**config.mk**
```make
export PLATFORM = sky130hd
export DESIGN_NAME = fvi_front
export DESIGN_NICKNAME = d
export VERILOG_FILES = /design/src/hw/rtl/face_velocity_interpolation_core_macros.svh /design/src/hw/rtl/fvi_pkg.sv /design/src/hw/rtl/fvi_front.sv
export SDC_FILE = /design/constraint.sdc
export NUM_CORES = 1
export LEC_CHECK = 0
export ABC_AREA = 1
export BUFFER_PORTS_ARGS = -buffer_cell sky130_fd_sc_hd__buf_2
export CAP_MARGIN = 10
export CORE_AREA = 4 4 320 322
export CTS_CLUSTER_SIZE = 8
export DETAILED_ROUTE_END_ITERATION = 10
export DIE_AREA = 0 0 324 326
export SETUP_SLACK_MARGIN = 0.05
export SLEW_MARGIN = 10
export SYNTH_ARGS = -nofsm -noshare
export SYNTH_HDL_FRONTEND = slang
export SYNTH_SLANG_ARGS = --single-unit
```
**constraint.sdc**
```tcl
create_clock -name clk -period 11.5 [get_ports clk]
set_input_delay 0.575 -clock clk [delete_from_list [all_inputs] [get_ports clk]]
set_output_delay 0.575 -clock clk [all_outputs]
set_load 0.03 [all_outputs]
```
**src/hw/rtl/face_velocity_interpolation_core_macros.svh**
```systemverilog
// Assertion helpers used by fvi_back. Each expects clk and rst in scope.
`ifndef FACE_VELOCITY_INTERPOLATION_CORE_MACROS_SVH
`define FACE_VELOCITY_INTERPOLATION_CORE_MACROS_SVH

// ante holds in a cycle -> cons holds in the same cycle
`define FVI_ASSERT_IMPL(label, ante, cons, msg) \
  label: assert property (@(posedge clk) disable iff (rst) (ante) |-> (cons)) \
    else $error(msg);

// ante holds in a cycle -> cons holds in the next cycle
`define FVI_ASSERT_NEXT(label, ante, cons, msg) \
  label: assert property (@(posedge clk) disable iff (rst) (ante) |=> (cons)) \
    else $error(msg);

`endif

```
**src/hw/rtl/fvi_pkg.sv**
```systemverilog
package fvi_pkg;

  localparam int unsigned DATA_W      = 32;
  localparam int unsigned NORM_W      = 16;
  localparam int unsigned DIST_W      = 31;
  localparam int unsigned DT_W        = 31;
  localparam int unsigned PADDR_W     = 3;

  localparam int unsigned QUEUE_DEPTH = 2;
  localparam int unsigned QPTR_W      = $clog2(QUEUE_DEPTH);
  localparam int unsigned QCNT_W      = $clog2(QUEUE_DEPTH + 1);

  // one quotient bit per step over the 64-bit dividend
  localparam int unsigned DIV_STEPS   = 64;
  localparam int unsigned DIV_CNT_W   = $clog2(DIV_STEPS);

  // register index, taken from paddr[2]
  localparam logic REG_TIME_STEP = 1'b0;

  typedef logic signed [DATA_W-1:0] q16_t;
  typedef logic signed [NORM_W-1:0] norm_t;

  typedef struct packed {
    q16_t       pressure;
    q16_t [2:0] vel;
    q16_t [2:0] grad;
  } cell_t;

  typedef struct packed {
    cell_t             left;
    cell_t             right;
    norm_t [2:0]       normal;
    logic [DIST_W-1:0] distance;
  } face_t;

  typedef struct packed {
    logic full;
    logic empty;
  } q_stat_t;

  typedef struct packed {
    q16_t       normal_vel;
    q16_t [2:0] vel;
    q16_t       pressure;
  } result_t;

endpackage

```
**src/hw/rtl/fvi_front.sv**
```systemverilog
module fvi_front (
  input  logic                        clk,
  input  logic                        rst,
  input  logic                        push,
  input  logic                        full,
  input  logic                        side,
  input  fvi_pkg::cell_t              cur_cell,
  input  fvi_pkg::norm_t [2:0]        normal,
  input  logic [fvi_pkg::DIST_W-1:0]  distance,
  output logic                        q_push,
  output fvi_pkg::face_t              q_data
);

  logic                       accept;
  logic                       left_present;
  fvi_pkg::cell_t             held_cell;
  fvi_pkg::norm_t [2:0]       held_normal;
  logic [fvi_pkg::DIST_W-1:0] held_distance;

  assign accept = push && !full;

  always_ff @(posedge clk) begin
    if (rst) begin
      left_present <= 1'b0;
    end else if (accept) begin
      if (!side) begin
        left_present <= 1'b1;
      end else if (left_present) begin
        left_present <= 1'b0;
      end
    end
  end

  // a later left item replaces the held one
  always_ff @(posedge clk) begin
    if (accept && !side) begin
      held_cell     <= cur_cell;
      held_normal   <= normal;
      held_distance <= distance;
    end
  end

  // right item without a held left item is dropped
  assign q_push = accept && side && left_present;

  always_comb begin
    q_data.left     = held_cell;
    q_data.right    = cur_cell;
    q_data.normal   = held_normal;
    q_data.distance = held_distance;
  end

endmodule

```
==> impl_metrics.toml <==
[status]
outcome = "complete, no violations"

[cts]
cts_tree = "done"
clkSinkCount = 304
cts_setup_buffers = 0
clockBufferDepth = 3
numCtsBuffers = 46
path_clk_slew_ps = 50
clkLatencyLatePin_ps = 600
htree_levels = 2
root_buffer = "clkbuf_16"
cts_resized = 0
hold_buffers = 0

[synthesis]
synth-seq-area-share_pct = 84.1
syn_avg_cell_area_um2 = 20.2
synthesis.nets = 845
synth_cell_type_count = 8
synth-seq-cells = 304
synth_top_area_share_pct = 83.9
yosysTopAreaCell = "edfxtp_1"
synth_cells = 537
yosysWarnings = 0
ys_top_cells_by_area = "edfxtp_1 84%, buf_4 16%, dfxtp_1 0.18%"
syn_area_um2 = 10800

[layout]
nets = 1507
final_area_um2 = 16300
final_cells = 2524
area_growth_pct = 50.7
layout_common_cells = "835 x buf_2, 303 x edfxtp_1, 46 x clkbuf_16, 9 x clkbuf_1"
final_core_util_pct = 16.4
fillers = 11000
mostFrequentLayoutCell = "buf_2"
drive_above_1_share_pct = 73.7

[floorplan]
rows = 116
fp.coreArea_um2 = 99600
initial_core_util_pct = 10.9
dieArea_um2 = 106000
die_h_um = 326
die_w_um = 324
io_pins = 836

[global_routing]
antenna_found_initial = 35
grt_pass1_wl_um = 63500
grt-ovfl-total = 0
first_global_vias = 7108
grt_usage_pct = 9.13
grt_start_max_net_pins = 94

[setup_path]
end_kind = "flip-flop"
start_kind = "input pin"
r2r_end = "left_present"
worst-path-max-fanout = 94
rr_startpoint = "left_present"
cp_data_required_time_ps = 11710
rr_worst_depth = 2
crit_arrival_ps = 2420
r2r_setup_slack_ps = 10920
path_class = "input pin to flip-flop"

[min_path]
hold_end = "left_present"
hold-path-cell-count = 2
min-delay-start = "rst"
hp-class = "input pin to flip-flop"

[route]
via_count = 7218
drt_iter0_drc = 365
vias_per_cell = 2.86
wire_per_inst_um = 20.5
antenna_left = 0
wl_um = 51700
drc = 0
firstDrtPassIters = 4

[sta]
hold_viol_final = 0
rsz0062_at_grt = "no"
period_minus_slack_ps = 2210
fin_tns_setup_ps = 0
fmax_ghz = 0.452
fin_skew_ps = 0
slew_headroom_pct = 35.7
period_share_pct = 19.2
tightestPinTransition_ps = 964
slew_viol_final = 0
setup_viol = 0

[pwr]
peakVddDrop_mv = 0.107
leakagePower_nw = 6.76
powerDensity_nw_per_um2 = 182

[placement]
dp_hpwl_um = 43100
portBuffers = 835
gp_congestion = 0.885
placed_area_um2 = 15000
place_inst = 2449

[flow_run]
cap_viol_max_count = 0
==> report_power, final <==
part | leakage [nW] | switching (mW) | internal, mW
registers | 2.79 | 0.0139 | 1.28
clock network | 0.642 | 0.502 | 0.775
logic | 3.33 | 0.298 | 0.0976
==> worst max path at each step <==
stage | cells after the start | endpoint | slack [ps] | startpoint
floorplan | 3 | held_distance[0] | 4270 | full
global route | 5 | q_data[68] | 9150 | side
detailed placement | 5 | q_data[68] | 8630 | full
CTS | 5 | q_data[320] | 9290 | full
finish | 5 | q_data[31] | 9290 | full
global placement | 5 | q_data[303] | 8680 | side
==> through the flow <==
step	setup slack, ps	total power, mW	hold slack, ps
6_report	9290	2.97	131
5_1_grt	9150	3.10	65.1
4_1_cts	9290	3.04	49.9
3_5_place_dp	8630	1.72	470
3_3_place_gp	8680	1.72	462
2_1_floorplan	4270	1.59	442
==> worst max-delay path, cell delays in order <==
cell and delay, ps:
buf_2 90, inv_1 80, nand3_2 140, inv_8 550
buf_4 830
==> layout make-up <==
| class | instances | area (um^2) | share of cell area [%] |
|---|---|---|---|
| flip-flops and latches | 304 | 9120 | 55.8 |
| repair buffers | 838 | 4200 | 25.7 |
| well taps | 1298 | 1620 | 9.94 |
| clock buffers | 57 | 1210 | 7.42 |
| clock inverters | 8 | 110 | 0.674 |
| multi-input cells | 6 | 33.8 | 0.207 |
| diodes | 10 | 25.0 | 0.153 |
| inverters | 3 | 18.8 | 0.115 |
==> logic make-up (layout without fill, tap and decap cells) <==
logic type	after synthesis	count (layout)	share of synthesized area, %
AOI/OAI and AO/OA	1	1	0.0808
DFF	304	304	84.1
and+or+nand+nor	5	5	0.231
buffers and inverters	227	906	15.6
other	0	10	0
==> synth_stat cells <==
cell type  number
edfxtp_1      303
buf_4         224
inv_1           3
nand2_1         3
a21oi_2         1
dfxtp_1         1
nand3_2         1
nor2_1          1
==> routing by layer <==
layer | routed length, um | up-vias | global-route usage (%)
li1 | - | 3083 | -
met1 | 19100 | 3450 | 10.3
met2 | 24000 | 568 | 14.9
met3 | 7220 | 89 | 4.91
met4 | 1190 | 28 | 2.58
met5 | 193 | - | 0
==> sequential cells by signal, indices dropped and copies added (netlist names) <==
signal	flops
q_data	272
held_distance	31
left_present	1
No activity file was read; power rests on OpenSTA's default activity.
