[config.mk]
export PLATFORM = sky130hd
export DESIGN_NAME = fvi_queue
export DESIGN_NICKNAME = d
export VERILOG_FILES = /design/src/hw/rtl/face_velocity_interpolation_core_macros.svh /design/src/hw/rtl/fvi_pkg.sv /design/src/hw/rtl/fvi_queue.sv
export SDC_FILE = /design/constraint.sdc
export NUM_CORES = 1
export LEC_CHECK = 0
export BUFFER_PORTS_ARGS = -buffer_cell sky130_fd_sc_hd__buf_2
export CAP_MARGIN = 20
export CORE_AREA = 5 5 410 412
export CTS_CLUSTER_SIZE = 14
export DETAILED_ROUTE_END_ITERATION = 16
export DIE_AREA = 0 0 415 417
export PLACE_DENSITY = 0.45
export SLEW_MARGIN = 0
export SYNTH_ARGS = -nofsm -noshare
export SYNTH_HDL_FRONTEND = slang
export SYNTH_SLANG_ARGS = --single-unit
[constraint.sdc]
create_clock -name clk -period 31.5 [get_ports clk]
set_input_delay 1.575 -clock clk [delete_from_list [all_inputs] [get_ports clk]]
set_output_delay 1.575 -clock clk [all_outputs]
set_load 0.02 [all_outputs]
[src/hw/rtl/face_velocity_interpolation_core_macros.svh]
// Assertion helpers used by fvi_back. Each expects clk and rst in scope.
`ifndef FACE_VELOCITY_INTERPOLATION_CORE_MACROS_SVH
`define FACE_VELOCITY_INTERPOLATION_CORE_MACROS_SVH

// ante holds in a cycle -> cons holds in the same cycle
`define FVI_ASSERT_IMPL(label, ante, cons, msg) \
  label: assert property (@(posedge clk) disable iff (rst) (ante) |-> (cons)) \
    else $error(msg);

// ante holds in a cycle -> cons holds in the next cycle
`define FVI_ASSERT_NEXT(label, ante, cons, msg) \
  label: assert property (@(posedge clk) disable iff (rst) (ante) |=> (cons)) \
    else $error(msg);

`endif

[src/hw/rtl/fvi_pkg.sv]
package fvi_pkg;

  localparam int unsigned DATA_W      = 32;
  localparam int unsigned NORM_W      = 16;
  localparam int unsigned DIST_W      = 31;
  localparam int unsigned DT_W        = 31;
  localparam int unsigned PADDR_W     = 3;

  localparam int unsigned QUEUE_DEPTH = 2;
  localparam int unsigned QPTR_W      = $clog2(QUEUE_DEPTH);
  localparam int unsigned QCNT_W      = $clog2(QUEUE_DEPTH + 1);

  // one quotient bit per step over the 64-bit dividend
  localparam int unsigned DIV_STEPS   = 64;
  localparam int unsigned DIV_CNT_W   = $clog2(DIV_STEPS);

  // register index, taken from paddr[2]
  localparam logic REG_TIME_STEP = 1'b0;

  typedef logic signed [DATA_W-1:0] q16_t;
  typedef logic signed [NORM_W-1:0] norm_t;

  typedef struct packed {
    q16_t       pressure;
    q16_t [2:0] vel;
    q16_t [2:0] grad;
  } cell_t;

  typedef struct packed {
    cell_t             left;
    cell_t             right;
    norm_t [2:0]       normal;
    logic [DIST_W-1:0] distance;
  } face_t;

  typedef struct packed {
    logic full;
    logic empty;
  } q_stat_t;

  typedef struct packed {
    q16_t       normal_vel;
    q16_t [2:0] vel;
    q16_t       pressure;
  } result_t;

endpackage

[src/hw/rtl/fvi_queue.sv]
module fvi_queue (
  input  logic              clk,
  input  logic              rst,
  input  logic              push,
  input  fvi_pkg::face_t    wr_data,
  input  logic              pop,
  output fvi_pkg::face_t    rd_data,
  output fvi_pkg::q_stat_t  stat
);

  fvi_pkg::face_t                entries [fvi_pkg::QUEUE_DEPTH];
  logic [fvi_pkg::QPTR_W-1:0]    wr_ptr;
  logic [fvi_pkg::QPTR_W-1:0]    rd_ptr;
  logic [fvi_pkg::QCNT_W-1:0]    count;

  function automatic logic [fvi_pkg::QPTR_W-1:0] ptr_inc(
    input logic [fvi_pkg::QPTR_W-1:0] p
  );
    if (p == fvi_pkg::QPTR_W'(fvi_pkg::QUEUE_DEPTH - 1)) begin
      return '0;
    end
    return p + fvi_pkg::QPTR_W'(1);
  endfunction

  assign stat.full  = (count == fvi_pkg::QCNT_W'(fvi_pkg::QUEUE_DEPTH));
  assign stat.empty = (count == '0);
  assign rd_data    = entries[rd_ptr];

  always_ff @(posedge clk) begin
    if (rst) begin
      wr_ptr <= '0;
      rd_ptr <= '0;
      count  <= '0;
    end else begin
      if (push) begin
        wr_ptr <= ptr_inc(wr_ptr);
      end
      if (pop) begin
        rd_ptr <= ptr_inc(rd_ptr);
      end
      if (push && !pop) begin
        count <= count + fvi_pkg::QCNT_W'(1);
      end else if (pop && !push) begin
        count <= count - fvi_pkg::QCNT_W'(1);
      end
    end
  end

  always_ff @(posedge clk) begin
    if (push) begin
      entries[wr_ptr] <= wr_data;
    end
  end

endmodule

==> metrics <==
initial DRC count=~1200; Post-layout nets=3336; Final Hold Vio Count=0; Distinct cells, synth=17; Final HPWL DP=a little over 90000 um; crit-path cells=buf_4, buf_4, buf_4, buf_4, mux2_2, buf_2; CTS clk-pin slew, worst paths=~60 ps; root buffer cell=clkbuf_16; Area after DPL=approximately 46000 um2; first-pass GRT wire length=roughly 170000 um; commonest non-fill, non-tap cell in the layout=buf_2; Leakage=between 15 and 20 nW; Routed Antenna Nets=0; RSZ-0062 raised after global routing=no; port bufs=1059; routed vias/inst=between 3 and 4; Worst Min Path Start=count[1]; non-filler instance count after layout=between 5000 and 6000; Post-Syn Area=~38000 um2; final setup fails=0; Final TNS setup=0 ps; Final Cell Area=49800 um2; kind of critical path=flop to output port; Seq/Total Area, Yosys=0.828; drt pass-1 iters=5; cell mode on critical path=buf_4; Post CTS Setup Buffer Count=0; clock period minus worst slack=7450 ps; Worst Max-Slew Pin Slew=1150 ps; R2R Setup Slk=26000 ps; DR DRC count=0; num rows=roughly 150; status=finished, final reports clean; Num CTS Buffers=approximately 120; die area=around 170000 um2; Peak Freq=roughly 130 MHz; Total Routed Length=123000 um; share of cells above drive strength 1=0.613; Layout area overhead=29.9%; Worst Hold Slack=a little over 500 ps; GR Overflow Total=0; dpl cells=a little under 5000; origin of the critical flop-to-flop path=wr_ptr; Initial Util=0.234; Max VDD drop=just under 0.05 mV; clk_lat worst skew=about 730 ps; io pins=roughly 1100; Worst Path Arrival=slightly below 6000 ps; Slew HR=0.231; commonest non-fill, non-tap cells in the layout=1059 x buf_2, 1054 x edfxtp_1, 497 x mux2_2; Clock Skews=17.7 ps; hold_buf cts=0; Die Y=417 um; final cycle utilization of the critical path=0.236; critical path launch point type=flop; Avg WL per Cell=24.1 um; Tot GR Track Use=0.135; Max stage delay on crit path=970 ps; largest net degree at the start of global routing=about 140; Core Footprint=164000 um2; Crit Path Max Fanout=80; Filler cells=about 16000; PD cells=a little under 70 nW/um2; FF+latch count, synth=1059; Pins Over Slew Limit=0; vias in the first global route=approximately 21000; HP Class=flop to flop; Required @ worst endpoint=29930 ps; syn_area_per_cell=between 20 and 25 um2; DIE WIDTH=roughly 420 um; Vias=20300; Yosys warning count=0; CTS H-tree lvls=3; Max-cap violations=0; CP Capture Type=output port; CTS tree=yes; Cells after Synth=about 1700; slowest cell on the critical path=dfxtp_4; GPL Wtd Cong=slightly below 0.9; total power=3.38 mW; Post-Syn Nets=2194; Post-CTS Resized=0; antenna violations before repair=between 50 and 60; clock tree buffer depth=3; clock sink count=1059
## synth_stat cells
master / instances / area share
inv_1: 1 / 0.000098
buf_4: 40 / 0.0078
a21oi_1: 1 / 0.00013
buf_6: 5 / 0.0015
edfxtp_1: 1054 / 0.83
dfxtp_1: 5 / 0.0026
nor2b_1: 2 / 0.00033
mux2_2: 497 / 0.15
or3_1: 1 / 0.00016
xor2_1: 2 / 0.00046
o21ai_0: 1 / 0.00013
mux2_4: 30 / 0.012
and2_1: 1 / 0.00016
nor2_1: 5 / 0.00049
ha_1: 1 / 0.00033
xnor2_1: 2 / 0.00046
buf_2: 14 / 0.0018
## flip-flops by register name (all words and copies together) (netlist names), named ones only
signal and flops:
count 2, entries 1054, wr_ptr 1, rd_ptr 1
## cell type report
class	instances	area, um2	share of cell area
clock inverters	72	542	0.0109
well taps	2189	2740	0.0550
multi-input cells	543	6160	0.124
diodes	23	57.6	0.00116
repair buffers	1082	5500	0.110
clock buffers	139	3030	0.0609
flip-flops and latches	1059	31800	0.638
inverters	1	3.75	0.0000754
## worst max-delay path: cells and delay by family, from the launching register on
family,cells,cell delay [ps]
buf+inv,5,3470
flops,1,970
mux,1,430
## metrics by stage
step,worst slack [ps],utilization
after floorplan,5840,-
after global placement,24390,0.281
after detailed placement,24360,0.281
after CTS,23850,0.303
after global routing,23670,0.303
final,24050,0.303
## final timing paths
check / endpoint / cells past startpoint
min: count[1] / 2
max: rd_data[166] / 6
max reg2reg: entries[0][458] / 6
min reg2reg: count[1] / 2
## layer usage
layer / vias to the layer above / wire length, um / GRT usage
met1: 10400 / 46100 / 0.150
li1: 9005 / - / -
met5: - / 176 / 0
met2: 670 / 65700 / 0.247
met4: 26 / 2740 / 0.0343
met3: 196 / 8290 / 0.0464
## logic make-up (layout without fill, tap and decap cells)
kind of cell / after synthesis / in the layout / synth area share
buffers and inverters: 60 / 1294 / 0.0112
flip-flops: 1059 / 1059 / 0.828
AO/OA/AOI/OAI: 2 / 2 / 0.000261
AND/OR/NAND/NOR: 9 / 9 / 0.00114
XOR/XNOR: 4 / 4 / 0.000914
other: 0 / 23 / 0
adder cells (fa/ha/maj): 1 / 1 / 0.000326
multiplexers: 527 / 527 / 0.158
## report_power, final
| group | switching [mW] | internal [mW] |
|---|---|---|
| sequential | 0.0238 | 1.65 |
| clock | 0.556 | 0.726 |
| combinational | 0.269 | 0.153 |
| total | 0.848 | 2.53 |
(Power assumes the default switching activity.)
